`config.mk`:
```
export PLATFORM = sky130hd
export DESIGN_NAME = rgb_to_hsv_converter_core
export DESIGN_NICKNAME = d
export VERILOG_FILES = /design/src/hdl/hsv_pkg.sv /design/src/hdl/hsv_div.sv /design/src/hdl/rgb_to_hsv_converter_core.sv
export SDC_FILE = /design/constraint.sdc
export NUM_CORES = 1
export LEC_CHECK = 0
export BUFFER_PORTS_ARGS = -buffer_cell sky130_fd_sc_hd__buf_2
export CAP_MARGIN = 40
export CORE_UTILIZATION = 60
export CTS_BUF_LIST = sky130_fd_sc_hd__clkbuf_4
export CTS_CLUSTER_SIZE = 40
export DETAILED_ROUTE_END_ITERATION = 7
export GPL_ROUTABILITY_DRIVEN = 0
export PLACE_DENSITY = 0.89
export SLEW_MARGIN = 10
export SYNTH_ARGS = -nofsm -noshare
export SYNTH_HDL_FRONTEND = slang
export SYNTH_SLANG_ARGS = --single-unit
```
`constraint.sdc`:
```
create_clock -name i_clk -period 9.03 [get_ports i_clk]
set_clock_uncertainty 0.05 [all_clocks]
set_input_delay 1.806 -clock i_clk [delete_from_list [all_inputs] [get_ports i_clk]]
set_output_delay 1.806 -clock i_clk [all_outputs]
set_load 0.02 [all_outputs]
```
`src/hdl/hsv_pkg.sv`:
```
// Shared types and constants for the RGB to HSV converter.
package hsv_pkg;

    localparam int CH_W       = 8;
    localparam int HUE_W      = 15;
    localparam int NUM_W      = 20;
    localparam int SAT_NUM_W  = 16;
    localparam int Q_W        = 12;
    localparam int DIV_STAGES = Q_W;

    localparam logic [HUE_W-1:0] HUE_SECTOR = HUE_W'(3840);
    localparam logic [HUE_W-1:0] HUE_GREEN  = HUE_W'(2 * HUE_SECTOR);
    localparam logic [HUE_W-1:0] HUE_BLUE   = HUE_W'(4 * HUE_SECTOR);
    localparam logic [HUE_W-1:0] HUE_FULL   = HUE_W'(23040);

    typedef enum logic [1:0] {
        SEC_RED,
        SEC_GREEN,
        SEC_BLUE
    } t_sector;

    // Per-pixel information that rides alongside the divider.
    typedef struct packed {
        logic [CH_W-1:0] value;
        logic            neg;
        t_sector         sector;
        logic            undef;
    } t_side;

endpackage

```
`src/hdl/hsv_div.sv`:
```
// Pipelined restoring divider, one quotient bit per stage, two lanes side by side.
module hsv_div (
    input  logic                      i_clk,
    input  logic                      i_rst_n,
    input  logic                      i_valid,
    input  logic [hsv_pkg::NUM_W-1:0] i_num_h,
    input  logic [hsv_pkg::CH_W-1:0]  i_den_h,
    input  logic [hsv_pkg::NUM_W-1:0] i_num_s,
    input  logic [hsv_pkg::CH_W-1:0]  i_den_s,
    input  hsv_pkg::t_side            i_side,
    output logic                      o_valid,
    output logic [hsv_pkg::Q_W-1:0]   o_quo_h,
    output logic [hsv_pkg::Q_W-1:0]   o_quo_s,
    output hsv_pkg::t_side            o_side
);
    import hsv_pkg::*;

    logic             r_valid [DIV_STAGES];
    logic [NUM_W-1:0] r_rem_h [DIV_STAGES];
    logic [NUM_W-1:0] r_rem_s [DIV_STAGES];
    logic [CH_W-1:0]  r_den_h [DIV_STAGES];
    logic [CH_W-1:0]  r_den_s [DIV_STAGES];
    logic [Q_W-1:0]   r_q_h   [DIV_STAGES];
    logic [Q_W-1:0]   r_q_s   [DIV_STAGES];
    t_side            r_side  [DIV_STAGES];

    // Both numerators are below 4096 times their divisor, so twelve steps suffice.
    for (genvar k = 0; k < DIV_STAGES; k++) begin : g_stage
        localparam int SH = Q_W - 1 - k;

        logic             v_in;
        logic [NUM_W-1:0] rh_in;
        logic [NUM_W-1:0] rs_in;
        logic [CH_W-1:0]  dh_in;
        logic [CH_W-1:0]  ds_in;
        logic [Q_W-1:0]   qh_in;
        logic [Q_W-1:0]   qs_in;
        t_side            sd_in;
        logic [NUM_W-1:0] dh_sh;
        logic [NUM_W-1:0] ds_sh;
        logic             ge_h;
        logic             ge_s;
        logic [NUM_W-1:0] n_rem_h;
        logic [NUM_W-1:0] n_rem_s;
        logic [Q_W-1:0]   n_q_h;
        logic [Q_W-1:0]   n_q_s;

        if (k == 0) begin : g_first
            assign v_in  = i_valid;
            assign rh_in = i_num_h;
            assign rs_in = i_num_s;
            assign dh_in = i_den_h;
            assign ds_in = i_den_s;
            assign qh_in = '0;
            assign qs_in = '0;
            assign sd_in = i_side;
        end else begin : g_next
            assign v_in  = r_valid[k-1];
            assign rh_in = r_rem_h[k-1];
            assign rs_in = r_rem_s[k-1];
            assign dh_in = r_den_h[k-1];
            assign ds_in = r_den_s[k-1];
            assign qh_in = r_q_h[k-1];
            assign qs_in = r_q_s[k-1];
            assign sd_in = r_side[k-1];
        end

        assign dh_sh   = NUM_W'(dh_in) << SH;
        assign ds_sh   = NUM_W'(ds_in) << SH;
        assign ge_h    = (rh_in >= dh_sh);
        assign ge_s    = (rs_in >= ds_sh);
        assign n_rem_h = ge_h ? (rh_in - dh_sh) : rh_in;
        assign n_rem_s = ge_s ? (rs_in - ds_sh) : rs_in;
        assign n_q_h   = qh_in | (Q_W'(ge_h) << SH);
        assign n_q_s   = qs_in | (Q_W'(ge_s) << SH);

        always_ff @(posedge i_clk) begin
            if (!i_rst_n) begin
                r_valid[k] <= 1'b0;
            end else begin
                r_valid[k] <= v_in;
            end
            r_rem_h[k] <= n_rem_h;
            r_rem_s[k] <= n_rem_s;
            r_den_h[k] <= dh_in;
            r_den_s[k] <= ds_in;
            r_q_h[k]   <= n_q_h;
            r_q_s[k]   <= n_q_s;
            r_side[k]  <= sd_in;
        end
    end

    assign o_valid = r_valid[DIV_STAGES-1];
    assign o_quo_h = r_q_h[DIV_STAGES-1];
    assign o_quo_s = r_q_s[DIV_STAGES-1];
    assign o_side  = r_side[DIV_STAGES-1];

endmodule

```
`src/hdl/rgb_to_hsv_converter_core.sv`:
```
// Top level of the pipelined RGB to HSV pixel converter.
//
// This block converts one 8-bit RGB pixel per clock cycle into hue (1/64 degree,
// 0 to 23039), saturation (0 to 255), value and a flag for pixels whose hue is
// undefined because all three channels are equal. A pixel transfer happens at a
// rising edge where start is high and busy is low; busy is always low, so a new
// pixel may be offered in every cycle. Each result appears on the o_ ports for
// exactly one cycle, marked by o_valid, and results leave in the order pixels
// arrived. The receiver cannot stall the block and must take every result in
// the cycle it is shown. The pipeline is one stage that finds the largest and
// smallest channel, one that forms the scaled numerators, the twelve-stage
// restoring divider that forms both the hue and saturation quotients one bit
// per stage, and one output register.
module rgb_to_hsv_converter_core (
    input  logic                      i_clk,
    input  logic                      i_rst_n,
    input  logic                      start,
    output logic                      busy,
    input  logic [hsv_pkg::CH_W-1:0]  i_red,
    input  logic [hsv_pkg::CH_W-1:0]  i_green,
    input  logic [hsv_pkg::CH_W-1:0]  i_blue,
    output logic                      o_valid,
    output logic [hsv_pkg::HUE_W-1:0] o_hue,
    output logic [hsv_pkg::CH_W-1:0]  o_saturation,
    output logic [hsv_pkg::CH_W-1:0]  o_value,
    output logic                      o_hue_undefined
);
    import hsv_pkg::*;

    // The pipeline never holds, so the block is always ready for a transfer.
    assign busy = 1'b0;

    logic accept;
    assign accept = start & ~busy;

    // Stage 1: find the largest and smallest channel and the signed channel
    // difference that drives the hue. Ties go to red, then green, then blue.
    logic [CH_W-1:0] mx;
    logic [CH_W-1:0] mn;
    t_sector         sector;
    logic [CH_W-1:0] dif_a;
    logic [CH_W-1:0] dif_b;

    always_comb begin
        mx = i_red;
        if (i_green > mx) mx = i_green;
        if (i_blue > mx)  mx = i_blue;
        mn = i_red;
        if (i_green < mn) mn = i_green;
        if (i_blue < mn)  mn = i_blue;

        if (i_red == mx) begin
            sector = SEC_RED;
            dif_a  = i_green;
            dif_b  = i_blue;
        end else if (i_green == mx) begin
            sector = SEC_GREEN;
            dif_a  = i_blue;
            dif_b  = i_red;
        end else begin
            sector = SEC_BLUE;
            dif_a  = i_red;
            dif_b  = i_green;
        end
    end

    logic            r_s1_valid;
    logic [CH_W-1:0] r_s1_delta;
    logic [CH_W-1:0] r_s1_absdif;
    t_side           r_s1_side;

    always_ff @(posedge i_clk) begin
        if (!i_rst_n) begin
            r_s1_valid <= 1'b0;
        end else begin
            r_s1_valid <= accept;
        end
        r_s1_delta         <= mx - mn;
        r_s1_absdif        <= (dif_a < dif_b) ? (dif_b - dif_a) : (dif_a - dif_b);
        r_s1_side.value    <= mx;
        r_s1_side.neg      <= (dif_a < dif_b);
        r_s1_side.sector   <= sector;
        r_s1_side.undef    <= (mx == mn);
    end

    // Stage 2: scale the numerators. 3840 is 4096 - 256 and 255 is 256 - 1, so
    // both products are a shift and a subtract.
    logic             r_s2_valid;
    logic [NUM_W-1:0] r_s2_num_h;
    logic [NUM_W-1:0] r_s2_num_s;
    logic [CH_W-1:0]  r_s2_delta;
    t_side            r_s2_side;

    always_ff @(posedge i_clk) begin
        if (!i_rst_n) begin
            r_s2_valid <= 1'b0;
        end else begin
            r_s2_valid <= r_s1_valid;
        end
        r_s2_num_h <= (NUM_W'(r_s1_absdif) << 12) - (NUM_W'(r_s1_absdif) << 8);
        r_s2_num_s <= NUM_W'((SAT_NUM_W'(r_s1_delta) << 8) - SAT_NUM_W'(r_s1_delta));
        r_s2_delta <= r_s1_delta;
        r_s2_side  <= r_s1_side;
    end

    // Stages 3 to 14: the hue quotient divides by delta, the saturation
    // quotient by the largest channel. Grey pixels divide by zero here, and
    // their quotients are discarded at the output.
    logic           div_valid;
    logic [Q_W-1:0] quo_h;
    logic [Q_W-1:0] quo_s;
    t_side          div_side;

    hsv_div u_div (
        .i_clk   (i_clk),
        .i_rst_n (i_rst_n),
        .i_valid (r_s2_valid),
        .i_num_h (r_s2_num_h),
        .i_den_h (r_s2_delta),
        .i_num_s (r_s2_num_s),
        .i_den_s (r_s2_side.value),
        .i_side  (r_s2_side),
        .o_valid (div_valid),
        .o_quo_h (quo_h),
        .o_quo_s (quo_s),
        .o_side  (div_side)
    );

    // Final stage: add the sector base and wrap a negative red hue into range.
    // Truncation toward zero means a negative offset is minus the quotient.
    logic [HUE_W-1:0] base;
    logic [HUE_W-1:0] n_hue;

    always_comb begin
        case (div_side.sector)
            SEC_GREEN: base = HUE_GREEN;
            SEC_BLUE:  base = HUE_BLUE;
            default:   base = '0;
        endcase

        if (div_side.undef) begin
            n_hue = '0;
        end else if (!div_side.neg) begin
            n_hue = base + HUE_W'(quo_h);
        end else if (div_side.sector == SEC_RED) begin
            n_hue = (quo_h == '0) ? '0 : (HUE_FULL - HUE_W'(quo_h));
        end else begin
            n_hue = base - HUE_W'(quo_h);
        end
    end

    logic             r_out_valid;
    logic [HUE_W-1:0] r_hue;
    logic [CH_W-1:0]  r_sat;
    logic [CH_W-1:0]  r_value;
    logic             r_undef;

    always_ff @(posedge i_clk) begin
        if (!i_rst_n) begin
            r_out_valid <= 1'b0;
        end else begin
            r_out_valid <= div_valid;
        end
        r_hue   <= n_hue;
        r_sat   <= div_side.undef ? '0 : quo_s[CH_W-1:0];
        r_value <= div_side.value;
        r_undef <= div_side.undef;
    end

    assign o_valid         = r_out_valid;
    assign o_hue           = r_hue;
    assign o_saturation    = r_sat;
    assign o_value         = r_value;
    assign o_hue_undefined = r_undef;

    // The hue must stay below one full turn.
    a_hue_range: assert property (@(posedge i_clk) disable iff (!i_rst_n)
        o_valid |-> (o_hue < HUE_FULL))
        else $error("hue out of range");

    // A pixel with undefined hue reports zero hue and zero saturation.
    a_undef_zero: assert property (@(posedge i_clk) disable iff (!i_rst_n)
        (o_valid && o_hue_undefined) |-> (o_hue == '0 && o_saturation == '0))
        else $error("undefined hue with nonzero hue or saturation");

    // A colored pixel has delta of at least one, so saturation cannot be zero.
    a_sat_nonzero: assert property (@(posedge i_clk) disable iff (!i_rst_n)
        (o_valid && !o_hue_undefined) |-> (o_saturation != '0 && o_value != '0))
        else $error("colored pixel with zero saturation or value");

endmodule

```
# Yosys cells after proc, flatten, opt, wreduce, memory -nomap -nowiden
# Memories as Yosys holds them, arrays and structs flattened. A register that Yosys moved wholly into a read port is not among the register bits.
# Cells that the tools add are included.
# totals
n_memories	8
ram_bits	1116
reg_bits	111
inputBits	27
# op_classes
eq_ne	5
muxes	52
bitwise	34
n_addsub	32
n_reduce_logical	3
order_cmp	29
# mem_list
name	depth	word_bits	read_ports	rd_clocked_by_memory_dff	write_ports	line	text
u_div.r_rem_h	12	20	11	0	12	hsv_div.sv:19	logic [NUM_W-1:0] r_rem_h [DIV_STAGES];
u_div.r_rem_s	12	20	11	0	12	hsv_div.sv:20	logic [NUM_W-1:0] r_rem_s [DIV_STAGES];
u_div.r_q_h	12	12	12	0	12	hsv_div.sv:23	logic [Q_W-1:0] r_q_h [DIV_STAGES];
u_div.r_q_s	12	12	12	1	12	hsv_div.sv:24	logic [Q_W-1:0] r_q_s [DIV_STAGES];
u_div.r_side	12	12	12	0	12	hsv_div.sv:25	t_side r_side [DIV_STAGES];
u_div.r_den_h	12	8	11	0	12	hsv_div.sv:21	logic [CH_W-1:0] r_den_h [DIV_STAGES];
2 more memories	--	--	--	--	--	--	
# ops
operator	n
20-bit 2-to-1 mux	24
8-bit 2-to-1 mux	9
20-bit by 16-bit subtractor with 20-bit output	3
15-bit 2-to-1 mux	3
20-bit by 10-bit greater-or-equal comparator with 1-bit output	2
20-bit by 11-bit greater-or-equal comparator with 1-bit output	2
20-bit by 12-bit greater-or-equal comparator with 1-bit output	2
20-bit by 13-bit greater-or-equal comparator with 1-bit output	2
20-bit by 14-bit greater-or-equal comparator with 1-bit output	2
20-bit by 15-bit greater-or-equal comparator with 1-bit output	2
20-bit by 16-bit greater-or-equal comparator with 1-bit output	2
20-bit by 17-bit greater-or-equal comparator with 1-bit output	2
20-bit by 18-bit greater-or-equal comparator with 1-bit output	2
20-bit by 19-bit greater-or-equal comparator with 1-bit output	2
20-bit by 8-bit greater-or-equal comparator with 1-bit output	2
20-bit by 9-bit greater-or-equal comparator with 1-bit output	2
20-bit by 10-bit subtractor with 20-bit output	2
20-bit by 11-bit subtractor with 20-bit output	2
20-bit by 12-bit subtractor with 20-bit output	2
20-bit by 13-bit subtractor with 20-bit output	2
20-bit by 14-bit subtractor with 20-bit output	2
20-bit by 15-bit subtractor with 20-bit output	2
20-bit by 17-bit subtractor with 20-bit output	2
20-bit by 18-bit subtractor with 20-bit output	2
other kinds (31)	76

# Logic depth before layout (Yosys ltp)
# logic_depth
ltp_word	9
mapped_depth	37
ltp_nobuf	31

# By module
# A second synthesis with hierarchy kept.
# hier_totals
cells_unflattened	3652
area_unflattened_um2	38329.3
# by_module_without_submodules
module	area_per_inst_um2	cells_per_inst	instances
hsv_div	32098.3	2938	1
rgb_to_hsv_converter_core	6231.0	714	1

# Worst setup path before layout
# No wires, ideal clock.
# synth_path
path_kind	in2reg
start	in i_green[0] (netlist bit)
end	reg r_s1_absdif[6]
required_ps	8853
setup_time_ps	127
arrival_ps	7754
setup_slack_ps	1098
stages	35
path_buffers	5
path_cell_list	clkbuf_1 inv_1 ha_1 nor2b_1 o211ai_1 a21oi_2 o21ba_2 buf_4 mux2i_1 ha_1 nor2b_2 o211ai_2 a211oi_2 or2_4 buf_6 o311ai_0 a221oi_2 nand2_2 buf_4 nand2_1 a31o_2 or2_2 fa_1 a21oi_1 nor2b_1 o21ai_0 nand2b_1 a21oi_1 o21ai_1 clkbuf_1 mux2i_1 o21ai_0 a21oi_1 o221ai_1 xor2_1
# synth_via
elab_chain_cells	9
elab_cells_between_ends	14
# synth_lines
item	line	text
from (decl)	rgb_to_hsv_converter_core.sv:20	input logic [hsv_pkg::CH_W-1:0] i_green,
8-bit greater-than comparator	rgb_to_hsv_converter_core.sv:46	if (i_green > mx) mx = i_green;
8-bit 2-to-1 mux	rgb_to_hsv_converter_core.sv:46	
8-bit greater-than comparator	rgb_to_hsv_converter_core.sv:47	if (i_blue > mx) mx = i_blue;
8-bit 2-to-1 mux	rgb_to_hsv_converter_core.sv:47	
8-bit equality test	rgb_to_hsv_converter_core.sv:56	end else if (i_green == mx) begin
8-bit 2-to-1 mux	rgb_to_hsv_converter_core.sv:56	
8-bit 2-to-1 mux	rgb_to_hsv_converter_core.sv:52	if (i_red == mx) begin
8-bit subtractor / 8-bit < comparator (equally long branches)	rgb_to_hsv_converter_core.sv:79	r_s1_absdif <= (dif_a < dif_b) ? (dif_b - dif_a) : (dif_a - dif_b);
8-bit 2-to-1 mux (*)	rgb_to_hsv_converter_core.sv:79	
to (signal assigned)	rgb_to_hsv_converter_core.sv:79	
to (decl)	rgb_to_hsv_converter_core.sv:69	logic [CH_W-1:0] r_s1_absdif;
# Every way passes the cells marked *; elsewhere a longest branch is shown, timed or not.
# A chain may end at the register's enable or synchronous reset.

# Final worst setup path
# layout_path
start	in i_red[7] (netlist bit)
end	reg r_s1_absdif[7]
# layout_via
elab_chain_cells	9
elab_cells_between_ends	14
# layout_lines
item	line	text
from (decl)	rgb_to_hsv_converter_core.sv:19	input logic [hsv_pkg::CH_W-1:0] i_red,
8-bit greater-than comparator	rgb_to_hsv_converter_core.sv:46	
8-bit 2-to-1 mux	rgb_to_hsv_converter_core.sv:46	
8-bit greater-than comparator	rgb_to_hsv_converter_core.sv:47	
8-bit 2-to-1 mux	rgb_to_hsv_converter_core.sv:47	
8-bit equality test	rgb_to_hsv_converter_core.sv:56	
8-bit 2-to-1 mux	rgb_to_hsv_converter_core.sv:56	
8-bit 2-to-1 mux	rgb_to_hsv_converter_core.sv:52	
8-bit subtractor / 8-bit < comparator (equally long branches)	rgb_to_hsv_converter_core.sv:79	
8-bit 2-to-1 mux (*)	rgb_to_hsv_converter_core.sv:79	
# Marked as above.

==> summary.txt <==
Route
  – Wire per inst: 14.04 um
  – 1st-iter DRT viols: 805
  – ANT nets after route: 0
  – Drc violations: 0
  – Via count: between 20,000 and 25,000
  – 1st-pass router iterations: 7
  – Vias per cell: 5.345
  – DRT Wirelength: slightly above 60 mm

Clock network
  – Clock-pin slew on the worst setup and hold paths: roughly 0.070 ns
  – CTS tree: yes
  – Root buf cell: clkbuf_4
  – Setup bufs post-CTS: 0
  – Skew-Pair Late Insertion Delay: between 0.9 and 1 ns
  – # H-tree levels: 4
  – CTS sink cnt: 838
  – Post-CTS Resized: 0
  – TritonCTS Buffers: 191
  – Clk buf depth: 3
  – Post-cts hold buffer count: 0

STA
  – Slew @ Worst Pin: ~0.82 ns
  – Post-route setup TNS: 0 ns
  – Post-route worst setup slack: 0.9262 ns
  – Final worst-path cycle share: roughly 90%
  – Clock period minus worst slack: 8.104 ns
  – Slew margin rel.: 44.85%
  – Unrepaired setup endpoints after global routing: no
  – Final hold vios: 0
  – Setup Viol. Count Final: 0
  – Final slew viol count: 0
  – Peak Freq: roughly 120 MHz

Synth
  – Synthesized area: approximately 0.033 sq mm
  – Synthesized area per cell: 9.971 sq um
  – Synth Area in Adders: 11.23%
  – Asr flop ratio synth: 0%
  – Area leader, netlist: dfxtp_1
  – Top FF cell, synth: dfxtp_1
  – Synthesized flop and latch total: 838
  – Seq/Total Area, Yosys: 50.75%
  – Synth Area in XOR/XNOR: 6.836%
  – Largest cells by area after synthesis: dfxtp_1, ha_1, xnor2_1
  – Post-Synth Simple-Gate Area: a little over an eighth
  – Number of distinct library cells after synthesis: 91
  – Synth warn: 0
  – Main combinational cell family by area after synthesis: simple AND/OR/NAND/NOR gates
  – Cells after Synth: 3,315
  – Compound-Gate Fraction of Synth Area: roughly 12%
  – Post-synth EDFFs: 0
  – Top-area cell type share of the netlist area: 50.75%
  – Multiplexer share of the synthesized area: 1.136%

Worst setup path
  – FF-to-FF setup slack: 5.47 ns
  – Crit-path most repeated cell: a21oi_1
  – CP Launch Type: input port
  – Worst Path Required: 9.84 ns
  – Critical path arrival: 8.92 ns
  – CP Max Fanout: 23
  – Endpoint class of the critical path: register
  – Critical path's slowest cell: a222oi_1
  – CP max stage delay: around 0.65 ns
  – Setup Crit Path Kind: input port to register

Power
  – LEAKAGE: 16.90 nW
  – Clk pwr share: around 18%
  – PwrDens: around 440 mW/mm^2
  – Cell internal pwr: 9.974 mW
  – Peak VDD IR: ~190 uV
  – Final Total Pwr: 15.89 mW
  – Comb power frac: 42.0%
  – Switching Fraction: 37.22%
  – Sequential cell fraction of total power: between 40% and 50%
  – Psw: 5.913 mW

Place
  – Dpl hpwl: around 43 mm
  – I/O Buffers: just under 60
  – Place WS: roughly 0.13 ns

Floorplan
  – Starting Density: about three fifths
  – Cell row count: 85
  – Core Area: 0.05413 sq mm
  – DIE AREA: 0.05603 sq mm
  – Die X: 236.7 um
  – Die Y: 236.7 um
  – Io pins: 61

Global routing
  – Initial antenna violation count: 1
  – Number of global-route vias before repair: 24,192
  – Pin count of the biggest net entering global routing: 24
  – First-pass GRT wire length: 103.5 mm
  – GR Overflow Total: 0
  – Tot GR Track Use: 22.23%

Cells and area
  – Layout cells sized above 1: between 10% and 20%
  – Area growth, synth to finish: 10.48%
  – Final nets: 3,834
  – Multi-input gate area: 0.01470 sq mm
  – Fill cells: 3,707
  – Commonest non-fill, non-tap cells in the layout: dfxtp_1, inv_1, clkbuf_4
  – Most common cell after layout, fill and taps aside: dfxtp_1
  – Sequential Area: 0.01678 sq mm

Hold path
  – Hold Crit Class: register to register

Flow run
  – Max Cap Violations: 0

Status
  – Outcome: completed
-- power groups by stage --
stage | clock network [mW] | registers, mW | logic, mW
after detailed placement | 0 | 6.39 | 6.51
after floorplan | 0 | 6.13 | 5.25
after global placement | 0 | 6.32 | 6.18
after global routing | 3.15 | 6.51 | 7.52
final | 2.87 | 6.36 | 6.67
after CTS | 2.95 | 6.34 | 6.65
-- per-layer routing --
layer	vias up	share of wire [%]	GRT usage, %
li1	11763	-	-
met1	10852	38	20.78
met2	528	54	43.63
met3	181	3.6	4.628
met4	0	4.1	13.56
met5	-	0	0
-- worst max-delay path, delay by kind of cell --
family	cells	cell delay, ns
AOI/OAI and AO/OA	15	4.07
adders and majority gates	3	1.09
and+or+nand+nor	7	0.93
muxes	2	0.62
buffers and inverters	2	0.24
xor gates and xnor gates	1	0.15
-- flip-flops by register name (all words and copies together), names as in the netlist, 8 cells and up --
register and cells:
o_hue 15, o_saturation 8, o_value 8, r_s1_absdif 8, r_s1_delta 8, r_s1_side 12
r_s2_delta 8, r_s2_num_h 12, r_s2_num_s 16, r_s2_side 12, u_div.r_den_h 77, u_div.r_q_h 78
u_div.r_q_s 36, u_div.r_rem_h 160, u_div.r_rem_s 220, u_div.r_side 143, u_div.r_valid 12
-- kinds of logic (layout without fill, tap and decap cells) --
| family | Yosys count | after routing |
|---|---|---|
| other | 1 | 3 |
| muxes | 36 | 36 |
| adders and majority gates | 281 | 281 |
| buffers and inverters | 409 | 760 |
| DFF | 838 | 838 |
| AOI/OAI and AO/OA | 638 | 638 |
| and+or+nand+nor | 854 | 854 |
| xor gates and xnor gates | 258 | 258 |
-- final cells by class --
| cell class | count | share of cell area (%) |
|---|---|---|
| flip-flops and latches | 838 | 45.94 |
| multi-input cells | 2069 | 40.26 |
| clock buffers | 279 | 5.735 |
| inverters | 347 | 3.566 |
| well taps | 696 | 2.384 |
| repair buffers | 79 | 1.220 |
| clock inverters | 55 | 0.8907 |
| diodes | 1 | 0.006852 |
-- synthesized netlist by cell type (all sizes together) (12+ instances only) --
master	n
nor2	222
or4	15
dfxtp	838
nor4	44
and2	31
clkbuf	49
nor2b	67
xnor2	153
o311ai	20
or3	30
mux2i	24
ha	255
a21o	91
mux2	12
a21boi	25
fa	26
o31ai	37
a21oi	159
xor2	105
buf	13
nor3	60
o21ai	209
inv	346
nand3	25
o21a	12
nand4	36
nand2	205
nand2b	68
-- worst paths after layout --
kind / startpoint / end / cells after the start
worst max-delay path: i_red[7] / r_s1_absdif[7] / 30
worst min-delay path: u_div.r_q_h[5][1] / u_div.r_q_h[5][13] / 0
worst max register to register: u_div.r_rem_s[8][2] / u_div.r_rem_s[9][15] / 14
worst min register to register: u_div.r_q_h[5][1] / u_div.r_q_h[5][13] / 0
-- through the flow --
stage / cells / area [sq um] / utilization, % / hold WS, ns
floorplan: 3316 / 33060 / - / 0.2596
global placement: 4026 / 34080 / 62.95 / 0.2596
detailed placement: 4029 / 34100 / 62.99 / 0.2621
CTS: 4363 / 36520 / 67.46 / 0.2428
global route: 4364 / 36520 / 67.47 / 0.2484
finish: 4364 / 36520 / 67.47 / 0.2450
Power figures use the tool's default switching activity.
